===== src/hdl/lss_pkg.sv =====
`timescale 1ns / 1ps

package lss_pkg;

  localparam int DEFAULT_DEPTH = 16;

  localparam int OPCODE_W = 3;
  localparam int DATA_W   = 32;
  localparam int STATUS_W = 2;
  localparam int MDEPTH_W = 4;
  localparam int COUNT_W  = 5;

  typedef enum logic [OPCODE_W-1:0] {
    OP_PUSH   = 3'd0,
    OP_POP    = 3'd1,
    OP_PEEK   = 3'd2,
    OP_CLEAR  = 3'd3,
    OP_SEARCH = 3'd4
  } opcode_e;

  typedef enum logic [STATUS_W-1:0] {
    ST_OK    = 2'd0,
    ST_EMPTY = 2'd1,
    ST_FULL  = 2'd2
  } status_e;

  typedef enum logic [1:0] {
    S_IDLE,
    S_READ,
    S_SCAN,
    S_FINISH
  } state_e;

  // controller to datapath
  typedef struct packed {
    logic    accept;
    status_e status;
    logic    wr_push;
    logic    cnt_dec;
    logic    cnt_clr;
    logic    rd_top;
    logic    rd_next;
    logic    take_rd;
    logic    hit;
    logic    load_out;
  } cmd_t;

  // datapath to controller
  typedef struct packed {
    logic full;
    logic empty;
    logic match;
    logic ptr_zero;
    logic out_free;
  } sts_t;

endpackage


===== src/hdl/lss_dpath.sv =====
`timescale 1ns / 1ps

module lss_dpath
  import lss_pkg::*;
#(
  parameter int DEPTH = DEFAULT_DEPTH
) (
  input  logic                       clk_i,
  input  logic                       rst_ni,
  input  cmd_t                       cmd_i,
  output sts_t                       sts_o,
  input  logic signed [DATA_W-1:0]   operand_i,
  input  logic                       out_stall_i,
  output logic                       out_valid_o,
  output logic signed [DATA_W-1:0]   read_value_o,
  output logic [STATUS_W-1:0]        status_o,
  output logic                       found_o,
  output logic [MDEPTH_W-1:0]        match_depth_o,
  output logic [COUNT_W-1:0]         entry_count_o
);

  localparam int AW = (DEPTH > 1) ? $clog2(DEPTH) : 1;
  localparam int CW = $clog2(DEPTH + 1);

  logic [DATA_W-1:0] mem_q [DEPTH];
  logic [DATA_W-1:0] rd_data_q;
  logic [DATA_W-1:0] key_q;

  logic [CW-1:0] cnt_q, cnt_d, cnt_m1;
  logic [AW-1:0] ptr_q, ptr_d;
  logic [AW-1:0] n_q, n_d;
  logic          rd_en;

  logic [DATA_W-1:0] res_value_q;
  status_e           res_status_q;
  logic              res_found_q;
  logic [AW-1:0]     res_depth_q;

  logic                     out_valid_q;
  logic [DATA_W-1:0]        out_value_q;
  logic [STATUS_W-1:0]      out_status_q;
  logic                     out_found_q;
  logic [MDEPTH_W-1:0]      out_depth_q;
  logic [COUNT_W-1:0]       out_count_q;

  assign cnt_m1 = cnt_q - CW'(1);
  assign rd_en  = cmd_i.rd_top | cmd_i.rd_next;

  always_comb begin
    cnt_d = cnt_q;
    if (cmd_i.cnt_clr) begin
      cnt_d = '0;
    end else if (cmd_i.wr_push) begin
      cnt_d = cnt_q + CW'(1);
    end else if (cmd_i.cnt_dec) begin
      cnt_d = cnt_m1;
    end
  end

  always_comb begin
    ptr_d = ptr_q;
    n_d   = n_q;
    if (cmd_i.rd_top) begin
      ptr_d = cnt_m1[AW-1:0];
      n_d   = '0;
    end else if (cmd_i.rd_next) begin
      ptr_d = ptr_q - AW'(1);
      n_d   = n_q + AW'(1);
    end
  end

  // stack memory, one write and one registered read port
  always_ff @(posedge clk_i) begin
    if (cmd_i.wr_push) begin
      mem_q[cnt_q[AW-1:0]] <= operand_i;
    end
    if (rd_en) begin
      rd_data_q <= mem_q[ptr_d];
    end
  end

  always_ff @(posedge clk_i or negedge rst_ni) begin
    if (!rst_ni) begin
      cnt_q       <= '0;
      out_valid_q <= 1'b0;
    end else begin
      cnt_q <= cnt_d;
      if (cmd_i.load_out) begin
        out_valid_q <= 1'b1;
      end else if (!out_stall_i) begin
        out_valid_q <= 1'b0;
      end
    end
  end

  always_ff @(posedge clk_i) begin
    ptr_q <= ptr_d;
    n_q   <= n_d;
    if (cmd_i.accept) begin
      key_q        <= operand_i;
      res_value_q  <= '0;
      res_status_q <= cmd_i.status;
      res_found_q  <= 1'b0;
      res_depth_q  <= '0;
    end
    if (cmd_i.take_rd) begin
      res_value_q <= rd_data_q;
    end
    if (cmd_i.hit) begin
      res_found_q <= 1'b1;
      res_depth_q <= n_q;
    end
    if (cmd_i.load_out) begin
      out_value_q  <= res_value_q;
      out_status_q <= res_status_q;
      out_found_q  <= res_found_q;
      out_depth_q  <= MDEPTH_W'(res_depth_q);
      out_count_q  <= COUNT_W'(cnt_q);
    end
  end

  assign sts_o.full     = (cnt_q == CW'(DEPTH));
  assign sts_o.empty    = (cnt_q == '0);
  assign sts_o.match    = (rd_data_q == key_q);
  assign sts_o.ptr_zero = (ptr_q == '0);
  assign sts_o.out_free = !out_valid_q || !out_stall_i;

  assign out_valid_o   = out_valid_q;
  assign read_value_o  = out_value_q;
  assign status_o      = out_status_q;
  assign found_o       = out_found_q;
  assign match_depth_o = out_depth_q;
  assign entry_count_o = out_count_q;

  a_cnt_bound : assert property (@(posedge clk_i) disable iff (!rst_ni)
    cnt_q <= CW'(DEPTH))
    else $error("entry count above depth");

  a_push_room : assert property (@(posedge clk_i) disable iff (!rst_ni)
    cmd_i.wr_push |-> cnt_q < CW'(DEPTH))
    else $error("push into full stack");

  a_pop_nonempty : assert property (@(posedge clk_i) disable iff (!rst_ni)
    cmd_i.cnt_dec |-> cnt_q != '0)
    else $error("pop from empty stack");

  a_scan_bound : assert property (@(posedge clk_i) disable iff (!rst_ni)
    cmd_i.rd_next |-> ptr_q != '0)
    else $error("search ran past the bottom");

  a_load_free : assert property (@(posedge clk_i) disable iff (!rst_ni)
    cmd_i.load_out |-> (!out_valid_q || !out_stall_i))
    else $error("result overwrote a pending item");

endmodule


===== src/hdl/lss_ctrl.sv =====
`timescale 1ns / 1ps

module lss_ctrl
  import lss_pkg::*;
(
  input  logic                clk_i,
  input  logic                rst_ni,
  input  logic                in_valid_i,
  output logic                in_stall_o,
  input  logic [OPCODE_W-1:0] opcode_i,
  input  sts_t                sts_i,
  output cmd_t                cmd_o
);

  state_e state_q, state_d;

  always_ff @(posedge clk_i or negedge rst_ni) begin
    if (!rst_ni) begin
      state_q <= S_IDLE;
    end else begin
      state_q <= state_d;
    end
  end

  always_comb begin
    state_d    = state_q;
    cmd_o      = '0;
    cmd_o.status = ST_OK;
    in_stall_o = 1'b1;
    case (state_q)
      S_IDLE: begin
        in_stall_o = 1'b0;
        if (in_valid_i) begin
          cmd_o.accept = 1'b1;
          state_d      = S_FINISH;
          case (opcode_e'(opcode_i))
            OP_PUSH: begin
              if (sts_i.full) begin
                cmd_o.status = ST_FULL;
              end else begin
                cmd_o.wr_push = 1'b1;
              end
            end
            OP_POP: begin
              if (sts_i.empty) begin
                cmd_o.status = ST_EMPTY;
              end else begin
                cmd_o.rd_top  = 1'b1;
                cmd_o.cnt_dec = 1'b1;
                state_d       = S_READ;
              end
            end
            OP_PEEK: begin
              if (sts_i.empty) begin
                cmd_o.status = ST_EMPTY;
              end else begin
                cmd_o.rd_top = 1'b1;
                state_d      = S_READ;
              end
            end
            OP_CLEAR: begin
              cmd_o.cnt_clr = 1'b1;
            end
            OP_SEARCH: begin
              if (!sts_i.empty) begin
                cmd_o.rd_top = 1'b1;
                state_d      = S_SCAN;
              end
            end
            default: begin
            end
          endcase
        end
      end
      S_READ: begin
        cmd_o.take_rd = 1'b1;
        state_d       = S_FINISH;
      end
      S_SCAN: begin
        if (sts_i.match) begin
          cmd_o.hit = 1'b1;
          state_d   = S_FINISH;
        end else if (sts_i.ptr_zero) begin
          state_d = S_FINISH;
        end else begin
          cmd_o.rd_next = 1'b1;
        end
      end
      S_FINISH: begin
        if (sts_i.out_free) begin
          cmd_o.load_out = 1'b1;
          state_d        = S_IDLE;
        end
      end
      default: begin
        state_d = S_IDLE;
      end
    endcase
  end

endmodule


===== src/hdl/lifo_stack_with_search.sv =====
`timescale 1ns / 1ps

// lifo stack of DEPTH signed 32-bit words with a top-down search, one result
// per item. the stack sits in a memory with one write port and one registered
// read port. push, clear and unused opcodes go from accept straight to the
// finish state, pop and peek of a non-empty stack pass through a read state
// first, and a search scans from the top, reading one entry per cycle until a
// match or the bottom. a new item is taken once the previous result has moved
// into the output register, which holds it until the consumer takes it.
module lifo_stack_with_search
  import lss_pkg::*;
#(
  parameter int DEPTH = DEFAULT_DEPTH
) (
  input  logic                      clk_i,
  input  logic                      rst_ni,
  input  logic                      in_valid_i,
  output logic                      in_stall_o,
  input  logic [OPCODE_W-1:0]       opcode_i,
  input  logic signed [DATA_W-1:0]  operand_i,
  output logic                      out_valid_o,
  input  logic                      out_stall_i,
  output logic signed [DATA_W-1:0]  read_value_o,
  output logic [STATUS_W-1:0]       status_o,
  output logic                      found_o,
  output logic [MDEPTH_W-1:0]       match_depth_o,
  output logic [COUNT_W-1:0]        entry_count_o
);

  cmd_t cmd;
  sts_t sts;

  lss_ctrl u_ctrl (
    .clk_i      (clk_i),
    .rst_ni     (rst_ni),
    .in_valid_i (in_valid_i),
    .in_stall_o (in_stall_o),
    .opcode_i   (opcode_i),
    .sts_i      (sts),
    .cmd_o      (cmd)
  );

  lss_dpath #(
    .DEPTH (DEPTH)
  ) u_dpath (
    .clk_i         (clk_i),
    .rst_ni        (rst_ni),
    .cmd_i         (cmd),
    .sts_o         (sts),
    .operand_i     (operand_i),
    .out_stall_i   (out_stall_i),
    .out_valid_o   (out_valid_o),
    .read_value_o  (read_value_o),
    .status_o      (status_o),
    .found_o       (found_o),
    .match_depth_o (match_depth_o),
    .entry_count_o (entry_count_o)
  );

endmodule


===== config.mk =====
export PLATFORM = sky130hd
export DESIGN_NAME = lifo_stack_with_search
export DESIGN_NICKNAME = d
export VERILOG_FILES = /design/src/hdl/lss_pkg.sv /design/src/hdl/lss_dpath.sv /design/src/hdl/lss_ctrl.sv /design/src/hdl/lifo_stack_with_search.sv
export SDC_FILE = /design/constraint.sdc
export NUM_CORES = 1
export LEC_CHECK = 0
export BUFFER_PORTS_ARGS = -buffer_cell sky130_fd_sc_hd__buf_2
export CORE_ASPECT_RATIO = 0.5
export CORE_UTILIZATION = 45
export CTS_BUF_LIST = sky130_fd_sc_hd__clkbuf_8
export DETAILED_ROUTE_END_ITERATION = 6
export GPL_TIMING_DRIVEN = 0
export PLACE_DENSITY = 0.67
export SLEW_MARGIN = 20
export SYNTH_ARGS = -nofsm -noshare
export SYNTH_HDL_FRONTEND = slang
export SYNTH_SLANG_ARGS = --single-unit

===== constraint.sdc =====
create_clock -name clk_i -period 15.2 [get_ports clk_i]
set_input_delay 1.52 -clock clk_i [delete_from_list [all_inputs] [get_ports clk_i]]
set_output_delay 1.52 -clock clk_i [all_outputs]
set_load 0.02 [all_outputs]

; ---- Word-level counts from Yosys, hierarchy flattened
; Memories as Yosys holds them, arrays and structs flattened. A register that Yosys moved wholly into a read port is not among the register bits.
; Cells that the tools add are included.
[classes]
shifts = 0
n_eq_ne = 13
n_lt_le_gt_ge = 0
multipliers = 0
n_bitwise = 1
div_mod_pow = 0
n_addsub = 4
mux = 41
n_reduce_logical = 14
[op_table]
columns = operator, count
row1 = $mux W32, 2
row2 = $eq A32 B32 Y1, 1
row3 = $mux W1, 21
row4 = $mux W4, 4
row5 = $mux W5, 3
row6 = $mux W7, 2
row7 = $mux W2, 6
row8 = $pmux W2 S2, 2
row9 = $pmux W2 S4, 1
row10 = $eq A3 B2 Y1 const B, 2
row11 = $add A5 B1 Y5 const B, 1
row12 = $eq A5 B5 Y1 const B, 1
row13 = $logic_not A5 Y1, 1
row14 = $sub A5 B1 Y5 const B, 1
row15 = $add A4 B1 Y4 const B, 1
row16 = $eq A2 B2 Y1 const B, 2
row17 = $logic_not A4 Y1, 1
row18 = $ne A2 B2 Y1 const B, 2
row19 = $reduce_bool A2 Y1, 2
row20 = $sub A4 B1 Y4 const B, 1
row21 = $eq A3 B1 Y1 const B, 1
row22 = $eq A3 B3 Y1 const B, 1
row23 = $logic_not A3 Y1, 1
row24 = $ne A3 B3 Y1 const B, 1
row25 = 11 further kinds, 12
[word_totals]
out_inout_bits = 46
elab_cells = 89
reg_bits = 131
n_memories = 1
latchBits = 0
rom_bits = 0
ramBits = 512
inputBits = 39
[memory_table]
columns = memory, words, word_bits, read_ports, rd_ports_with_merged_regs, wr, line
row1 = u_dpath.mem_q, 16, 32, 1, 1, 1, lss_dpath.sv:25  ; logic [DATA_W-1:0] mem_q [DEPTH];

; ---- Longest topological paths before layout
; Gate-level depths: netlist of the first run.
[logic_depth]
word_depth = 8
mapped_depth = 17
ltp_nobuf = 12

; ---- Hierarchy
; Synthesis of the first run repeated with hierarchy kept, for this count alone.
[hier_totals]
hier_cells = 1561
hier_area_um2 = 27072.2
[modules_own_cells]
columns = mod, area_each_um2, n_inst, cells_each, seq_area_each_um2
row1 = lss_dpath, 26745.7, 1, 1525, 20089.3
row2 = lss_ctrl, 326.6, 1, 36, 50.0

; ---- Worst setup path before layout of the first run
; OpenSTA, ideal clock, no wires.
[synth_timing]
path_kind = input to register
from = in in_valid_i
to = mem u_dpath.mem_q[8][0] (enable)
n_path_buf = 1
arrival_time_ps = 5340
setup_time_ps = 513
required_time_ps = 14687
path_stages = 5
slack_ps = 9346
path_cell_list = nand2_1 > clkbuf_1 > nor2_1 > nand2_1 > nor4b_1
[synth_via]
elab_chain_cells = 4
[synth_lines]
columns = element, line
row1 = from (decl), lifo_stack_with_search.sv:17  ; input logic in_valid_i,
row2 = $mux W7, lss_ctrl.sv:33  ; if (in_valid_i) begin
row3 = $mux W7, lss_ctrl.sv:30  ; case (state_q)
row4 = $mux W1, lss_dpath.sv:74  ; if (cmd_i.wr_push) begin
row5 = $mux W1 (not written as such), lss_dpath.sv:75  ; mem_q[cnt_q[AW-1:0]] <= operand_i;
row6 = to (decl), lss_dpath.sv:25
; Every way passes these cells.

; ---- Final worst setup path of the first run
[layout_timing]
from = reg u_dpath.rd_data_q[12], read port of u_dpath.mem_q
to = reg u_dpath.rd_data_q[29], read port of u_dpath.mem_q, data pin
[layout_via]
elab_chain_cells = 5
word_cells_on_any_way = 6
classes_between = eq/ne (1) / mux (4) / bitwise (1)
[layout_lines]
columns = element, line
row1 = from (decl), lss_dpath.sv:26  ; logic [DATA_W-1:0] rd_data_q;
row2 = $eq A32 B32 Y1 *, lss_dpath.sv:124  ; assign sts_o.match = (rd_data_q == key_q);
row3 = $mux W1 *, lss_ctrl.sv:80  ; if (sts_i.match) begin
row4 = $mux W1 *, lss_ctrl.sv:30
row5 = $mux W4, lss_dpath.sv:66  ; end else if (cmd_i.rd_next) begin
row6 = $mux W4, lss_dpath.sv:63  ; if (cmd_i.rd_top) begin
; Mark *: on every way between the ends. The rest lies on a longest branch, timed or not.
; A chain may end at the register's enable or synchronous reset.

==> out/summary.txt, run 1 <==
==================================================================================================
Run status                                                                               completed
Async set or reset register ratio after synthesis                                           0.0119
Final setup violating endpoints                                                                  0
Final #Nets                                                                                   1983
Skew-Pair Late Insertion Delay                                                              670 ps
Number of cells on the worst hold path                                                           0
P_leak                                                                                     10.5 nW
Max_cap viols                                                                                    0
Count of cell types in the netlist                                                              52
Initial standard-cell utilization of the core                                                0.456
Hold-fix buffer count after cts                                                                  0
Routed length per instance                                                                 24.5 um
Class of the most critical setup path                                                 flip-flop to flip-flop
First-pass GRT wire length                                                                97500 um
Floorplan core area                                                                     57400 um^2
Post-layout minimum cycle time                                                             4950 ps
Gp weighted congestion                                                                       0.867
Reg-to-reg critical path startpoint                                                   u_dpath.rd_data_q[12]
Maximum count of clock buffers along a single path                                               3
Arrival time of data at the critical path endpoint                                         5380 ps
Root Buffer Master                                                                    sky130_fd_sc_hd__clkbuf_8
Maximum fanout along the worst path                                                             10
Worst-case register-to-register setup slack                                               10250 ps
Transition time at the pin with the least slew margin                                      1090 ps
Total global routing overflow                                                                    0
FF+latch count, synth                                                                          675
Number of pins with negative max-slew slack in the final report                                  0
End of the worst register-to-register path                                            u_dpath.rd_data_q[29]
Buffers plus inverters on the worst setup path                                                   1
CP required                                                                               15630 ps
Total die area                                                                          59100 um^2
Max transition margin                                                                        0.274
Hold endpoint                                                                         u_dpath.read_value_o[10]
Nature of the critical path startpoint                                                   flip-flop
Cell-by-cell listing of the critical path                                             xnor2_1, nand4_1, nor4_2, a211oi_1, xnor2_1, a21oi_1, nand2b_1, clkbuf_1, o22ai_1, a31o_2
Signed area change from the synthesized netlist to the final layout                          14.1%
Final Cycle Share                                                                            0.326
Cell area after synthesis                                                               26200 um^2
Unrepaired setup endpoints after global routing                                              false
Antenna violations before repair                                                                 6
Port bufs                                                                                       81
Gates resized, CTS repair                                                                        0
Sequential-to-total area share from yosys stat                                               0.770
Final-report hold violation count                                                                0
Number of flops mapped to enable cells by yosys                                                658
Clock transition time at the flip-flop clock pins of the worst setup and hold paths          70 ps
Largest delay contributor family on the critical path                                 compound AO/OA/AOI/OAI gates
Drt total wl                                                                              67900 um
Maximum number of pins on one net before global-route repair                                    30
Vias in the first global route                                                               15000
Total number of vias                                                                         15700
Number of DRC violations after detailed routing                                                  0
Crit end category                                                                        flip-flop
Clock Skew                                                                                 28.4 ps
Number of placed I/O pins                                                                       85
Total number of clock tree sinks                                                               675
Synthesized area per cell                                                                15.3 um^2
Hold path start                                                                       u_dpath.res_value_q[10]
Dpl hpwl                                                                                  45200 um
Post-Syn Instances                                                                            1714
Violation count after the first detailed-route iteration                                      1978
Leading cell type in the layout, fill and taps excluded                               sky130_fd_sc_hd__edfxtp_1
Delay of the slowest cell on the worst path                                                 850 ps
Via/cell ratio                                                                                5.67
Hold crit path type                                                                   flip-flop to flip-flop
Cell with the biggest individual delay on the critical path                           sky130_fd_sc_hd__clkbuf_1
Total Routing Usage GR                                                                       0.228
Setup Total Neg Slack                                                                         0 ps
CTS Buf Count                                                                                   96
# rows                                                                                          62
Most common cell on crit path                                                         sky130_fd_sc_hd__xnor2_1
Number of cells on the worst reg-to-reg path                                                    10
Overall power                                                                              6.38 mW
TritonCTS clock tree                                                                           yes
Setup bufs post-CTS                                                                              0
ANT nets after route                                                                             0
Most used cells in the layout excluding fill and tap cells                            sky130_fd_sc_hd__edfxtp_1, sky130_fd_sc_hd__nand2_1, sky130_fd_sc_hd__buf_2
Share of post-route cells with drive strength above 1                                        0.161
Power density normalized to cell area                                                  214 nW/um^2
Synth Warn #                                                                                     0
Maximum resistive drop on vdd                                                             0.118 mV
Die Y-Extent                                                                                172 um
FMAX                                                                                       202 MHz
Initial DRT Pass Iterations                                                                      5
Top_reg_cell synth                                                                    sky130_fd_sc_hd__edfxtp_1
Deepest level of the CTS H-tree                                                                  3
Post-Synthesis Net Count                                                                      1765
Die extent in x                                                                             343 um
==================================================================================================
==> routing by layer <==
metal  vias to the layer above  global-route usage  part of all wire  wire length (um)
li1                       6954                   -                 -                 -
met1                      7766               0.323              0.41             28100
met2                       837               0.346              0.44             30000
met3                       136              0.0560              0.12              7930
met4                         2              0.0750             0.027              1810
met5                         -                   0           0.00016                11
==> power by group <==
group,total (mW),internal [mW],switching [mW]
sequential,2.47,2.34,0.131
combinational,2.60,0.804,1.80
clock,1.31,0.641,0.666
==> cell usage after synthesis, types with 2 or more instances <==
| library cell | n | share of area |
|---|---|---|
| sky130_fd_sc_hd__and3_1 | 10 | 0.0024 |
| sky130_fd_sc_hd__ha_1 | 12 | 0.0057 |
| sky130_fd_sc_hd__a31oi_1 | 2 | 0.00048 |
| sky130_fd_sc_hd__and2_1 | 36 | 0.0086 |
| sky130_fd_sc_hd__xor2_1 | 6 | 0.0020 |
| sky130_fd_sc_hd__edfxtp_1 | 658 | 0.76 |
| sky130_fd_sc_hd__nor2_1 | 24 | 0.0034 |
| sky130_fd_sc_hd__a21boi_0 | 2 | 0.00057 |
| sky130_fd_sc_hd__a21o_1 | 62 | 0.018 |
| sky130_fd_sc_hd__a21oi_1 | 71 | 0.014 |
| sky130_fd_sc_hd__dfrtp_1 | 8 | 0.0077 |
| sky130_fd_sc_hd__nand3_1 | 99 | 0.019 |
| sky130_fd_sc_hd__o22ai_1 | 2 | 0.00048 |
| sky130_fd_sc_hd__o21ai_0 | 9 | 0.0017 |
| sky130_fd_sc_hd__a2111oi_0 | 2 | 0.00067 |
| sky130_fd_sc_hd__a311o_1 | 60 | 0.023 |
| sky130_fd_sc_hd__xnor2_1 | 39 | 0.013 |
| sky130_fd_sc_hd__inv_1 | 13 | 0.0019 |
| sky130_fd_sc_hd__nor4_2 | 2 | 0.00096 |
| sky130_fd_sc_hd__clkbuf_1 | 41 | 0.0059 |
| sky130_fd_sc_hd__a32o_1 | 2 | 0.00077 |
| sky130_fd_sc_hd__buf_6 | 7 | 0.0030 |
| sky130_fd_sc_hd__nor4_1 | 2 | 0.00048 |
| sky130_fd_sc_hd__dfxtp_1 | 9 | 0.0069 |
| sky130_fd_sc_hd__buf_4 | 8 | 0.0023 |
| sky130_fd_sc_hd__or3_1 | 3 | 0.00072 |
| sky130_fd_sc_hd__o211a_2 | 2 | 0.00077 |
| sky130_fd_sc_hd__nand2b_1 | 5 | 0.0012 |
| sky130_fd_sc_hd__a211oi_1 | 3 | 0.00086 |
| sky130_fd_sc_hd__nand4_1 | 42 | 0.010 |
| sky130_fd_sc_hd__buf_2 | 42 | 0.0080 |
| sky130_fd_sc_hd__inv_2 | 3 | 0.00043 |
| sky130_fd_sc_hd__nor3_1 | 7 | 0.0013 |
| sky130_fd_sc_hd__a32oi_1 | 30 | 0.010 |
| sky130_fd_sc_hd__mux2i_1 | 40 | 0.015 |
| sky130_fd_sc_hd__nand2_1 | 335 | 0.048 |
==> layout make-up <==
type,instances,area [um^2]
Fill cell,4731,27600
Sequential cell,675,20100
Multi-Input combinational cell,925,5530
Clock buffer,104,1430
Tap cell,768,961
Timing Repair Buffer,120,926
Buffer,98,503
Clock inverter,59,268
Inverter,16,60.1
Antenna cell,4,10.0
==> worst reg2reg max path, stage by stage, from the launching register on <==
cell and delay, ps:
sky130_fd_sc_hd__edfxtp_1 510, sky130_fd_sc_hd__xnor2_1 450, sky130_fd_sc_hd__nand4_1 200, sky130_fd_sc_hd__nor4_2 750, sky130_fd_sc_hd__a211oi_1 200, sky130_fd_sc_hd__xnor2_1 170
sky130_fd_sc_hd__a21oi_1 700, sky130_fd_sc_hd__nand2b_1 370, sky130_fd_sc_hd__clkbuf_1 850, sky130_fd_sc_hd__o22ai_1 270, sky130_fd_sc_hd__a31o_2 270
==> stage by stage <==
step	std cells	area [um^2]	hold slack (ps)	setup slack, ps	util
floorplan	1714	26200	400	9350	-
global placement	2563	27500	403	5250	0.479
detailed placement	2602	28100	405	9890	0.490
CTS	2765	29800	416	10420	0.519
global route	2767	29800	422	10170	0.520
finish	2769	29800	418	10250	0.520
==> cells by family after synthesis <==
kind of cell    after synthesis  synth area share
compound gates              256            0.0739
xor+xnor                     45            0.0151
fa+ha+maj                    12           0.00574
buf+inv                     114            0.0215
flops                       675             0.770
mux                          40            0.0153
simple gates                572            0.0985
==> sequential cells by signal, summed over array words and instances, names as in the netlist, 2 cells and up <==
name and cells:
u_dpath.mem_q 512, u_dpath.key_q 32, u_dpath.rd_data_q 32, u_dpath.read_value_o 32, u_dpath.res_value_q 32, u_dpath.cnt_q 5
u_dpath.entry_count_o 5, u_dpath.match_depth_o 4, u_dpath.n_q 4, u_dpath.ptr_q 4, u_dpath.res_depth_q 4, u_ctrl.state_q 2
u_dpath.res_status_q 2, u_dpath.status_o 2
==> how the worst max path moves through the flow <==
stage | startpoint | endpoint | slack, ps | cells after the start
2_1_floorplan | in_valid_i | u_dpath.mem_q[8][0] | 9350 | 5
3_3_place_gp | in_valid_i | u_dpath.mem_q[8][11] | 5250 | 6
3_5_place_dp | opcode_i[0] | u_dpath.rd_data_q[22] | 9890 | 12
4_1_cts | u_dpath.rd_data_q[12] | u_dpath.rd_data_q[29] | 10420 | 10
5_1_grt | u_dpath.cnt_q[0] | u_dpath.rd_data_q[15] | 10170 | 14
6_report | u_dpath.rd_data_q[12] | u_dpath.rd_data_q[29] | 10250 | 10
Power figures use the tool's default switching activity.
==> run 2: changes to the inputs <==
==> constraint.sdc (replaced) <==
create_clock -name clk_i -period 4.6 [get_ports clk_i]
set_input_delay 0.46 -clock clk_i [delete_from_list [all_inputs] [get_ports clk_i]]
set_output_delay 0.46 -clock clk_i [all_outputs]
set_load 0.02 [all_outputs]
==> run 2 against run 1 <==
Net effect: sequential cell count unchanged; clock power increased to 3.3 times the previous value; clock skew decreased by 5.7 ps; register-to-register slack got worse by 10000 ps; fmax increased by 10%; global-route usage decreased by 0.12 points; hold slack got worse by 350 ps; sequential share of layout area about the same; via count about the same; first-iteration DRC count decreased by 11%; core utilization about the same; die area unchanged; critical path type unchanged; largest cell class unchanged.
==> out/summary.txt, run 2 (same netlist as run 1, synthesis figures left out) <==
==================================================================================================
Run status                                                                               completed
Area of combinational cells with multiple inputs                                         5560 um^2   +0.57%
First-pass GRT wire length                                                                96700 um   -0.75%
Hold slack final                                                                           71.9 ps   -346 ps
Leading cell type in the layout, fill and taps excluded                               sky130_fd_sc_hd__edfxtp_1
Share of the core filled with cells in the final layout                                      0.520   about the same
Delay of the slowest cell on the worst path                                                 720 ps   -130 ps
Number of pins with negative max-slew slack in the final report                                  0   unchanged
CP required                                                                                4980 ps   -10650 ps
Final setup violating endpoints                                                                  0   unchanged
Fin area                                                                                29900 um^2   about the same
Most used cells in the layout excluding fill and tap cells                            sky130_fd_sc_hd__edfxtp_1, sky130_fd_sc_hd__nand2_1, sky130_fd_sc_hd__buf_2
Signed area change from the synthesized netlist to the final layout                          14.1%   about the same
Total number of clock tree sinks                                                               675   unchanged
Maximum resistive drop on vdd                                                             0.383 mV   +230%
Total number of vias                                                                         15700   +0.089%
Cell with the biggest individual delay on the critical path                           sky130_fd_sc_hd__nor4_2
Most common cell on crit path                                                         sky130_fd_sc_hd__xnor2_1
Cell Area, Placed                                                                       28100 um^2   about the same
Number of DRC violations after detailed routing                                                  0   unchanged
Clock transition time at the flip-flop clock pins of the worst setup and hold paths          60 ps   about the same
Max transition margin                                                                        0.413   +0.139
Final-report hold violation count                                                                0   unchanged
Post-layout minimum cycle time                                                             4490 ps   -457 ps
Total Routing Usage GR                                                                       0.227   -0.00119
Max_cap viols                                                                                    0   unchanged
Gp weighted congestion                                                                       0.863   -0.40%
Drt total wl                                                                              67100 um   -1.1%
Dpl hpwl                                                                                  44900 um   -0.68%
Sequential cell area                                                                    20100 um^2   unchanged
CTS Buf Count                                                                                   97   +1.0%
Antenna violations before repair                                                                 3   -3
Total global routing overflow                                                                    0   unchanged
Port bufs                                                                                       81   unchanged
Hold crit path type                                                                   primary input to flip-flop
Initial DRT Pass Iterations                                                                      6   +1
Clock Skew                                                                                 22.7 ps   -5.67 ps
Fill cell instance count of the final layout                                                  4685   -0.97%
Share of post-route cells with drive strength above 1                                        0.169   +0.00809
Ant diodes                                                                                       0   -4
Total die area                                                                          59100 um^2   unchanged
Cell-by-cell listing of the critical path                                             xnor2_1, nand4_1, nor4_2, a211oi_1, xnor2_1, a21oi_2, nand2b_1, clkbuf_1, a311o_1, nand3_1
Initial standard-cell utilization of the core                                                0.456   unchanged
ANT nets after route                                                                             0   unchanged
Maximum count of clock buffers along a single path                                               3   unchanged
Setup bufs post-CTS                                                                              0   unchanged
Skew-Pair Late Insertion Delay                                                              680 ps   about the same
Power density normalized to cell area                                                  707 nW/um^2   +230%
Root Buffer Master                                                                    sky130_fd_sc_hd__clkbuf_8
# rows                                                                                          62   unchanged
Arrival time of data at the critical path endpoint                                         4870 ps   -510 ps
P_leak                                                                                     10.5 nW   +0.20%
Class of the most critical setup path                                                 flip-flop to flip-flop
Deepest level of the CTS H-tree                                                                  3   unchanged
Vias in the first global route                                                               14800   -1.5%
Routed length per instance                                                                 24.2 um   -1.1%
Transition time at the pin with the least slew margin                                       873 ps   -217 ps
Violation count after the first detailed-route iteration                                      1757   -11%
Via/cell ratio                                                                                5.67   about the same
TritonCTS clock tree                                                                           yes
Number of flip-flops under the largest register name                                           512   unchanged
Maximum number of pins on one net before global-route repair                                    29   -3.3%
Largest delay contributor family on the critical path                                 simple AND/OR/NAND/NOR gates
Nature of the critical path startpoint                                                   flip-flop
Number of placed I/O pins                                                                       85   unchanged
Buffers plus inverters on the worst setup path                                                   1   unchanged
Final #Nets                                                                                   1981   -0.10%
Die Y-Extent                                                                                172 um   unchanged
Floorplan core area                                                                     57400 um^2   unchanged
Crit end category                                                                        flip-flop
FMAX                                                                                       223 MHz   +10%
Final Cycle Share                                                                            0.977   +0.651
Maximum fanout along the worst path                                                             10   unchanged
Die extent in x                                                                             343 um   unchanged
Unrepaired setup endpoints after global routing                                              false
Overall power                                                                              21.1 mW   +230%
==================================================================================================
## run 2: worst reg2reg max path, cell delays in order (launching register included)
cell	delay, ps
sky130_fd_sc_hd__edfxtp_1	470
sky130_fd_sc_hd__xnor2_1	380
sky130_fd_sc_hd__nand4_1	180
sky130_fd_sc_hd__nor4_2	720
sky130_fd_sc_hd__a211oi_1	200
sky130_fd_sc_hd__xnor2_1	180
sky130_fd_sc_hd__a21oi_2	610
sky130_fd_sc_hd__nand2b_1	430
sky130_fd_sc_hd__clkbuf_1	690
sky130_fd_sc_hd__a311o_1	210
sky130_fd_sc_hd__nand3_1	130
## run 2: metal layers
layer	vias to the layer above	part of all wire	GRT usage
met2	818	0.44	0.342
li1	6951	-	-
met5	-	0.00046	0
met4	6	0.023	0.0663
met3	129	0.12	0.0712
met1	7805	0.42	0.316
## run 2: worst paths after layout
kind,startpoint,endpoint,slack [ps],cells past startpoint
max reg2reg,u_dpath.rd_data_q[12],u_dpath.rd_data_q[13],110,10
min reg2reg,u_dpath.res_value_q[22],u_dpath.read_value_o[22],420,0
min,out_stall_i,u_dpath.out_valid_o,70,2
max,u_dpath.rd_data_q[12],u_dpath.rd_data_q[13],110,10
max in group asynchronous,rst_ni,u_dpath.out_valid_o,4240,2
min in group asynchronous,rst_ni,u_dpath.cnt_q[2],180,2
## run 2: final cells by class
type / instances / share of cell area
clock inverter: 71 / 0.0109
tap: 768 / 0.0322
clock buffer: 100 / 0.0461
buffer: 98 / 0.0172
inverter: 16 / 0.00201
timing repair buffer: 117 / 0.0305
multi-input combinational: 925 / 0.186
sequential: 675 / 0.675
## run 2: report_power, final
group / leakage, nW / internal [mW] / total (mW) / switching, mW
Clock: 1.00 / 2.07 / 4.28 / 2.21
Sequential: 6.16 / 7.73 / 8.17 / 0.439
Combinational: 3.36 / 2.69 / 8.65 / 5.96
Total: 10.5 / 12.5 / 21.1 / 8.61
## run 2: timing repair
item | CTS | global route
hold buffers | 1 | 0
setup endpoints to repair | 31 | 31
endpoints found under the hold margin | 8 | 0
resized for setup | 4 | 22
## run 2: per-stage QoR
stage	setup slack (ps)	TNS, ps	instances
after floorplan	309	0	1714
after global placement	-2420	-423350	2563
after detailed placement	-264	-2600	2598
after CTS	48.5	0	2770
after global routing	0.719	0	2770
final	107	0	2770
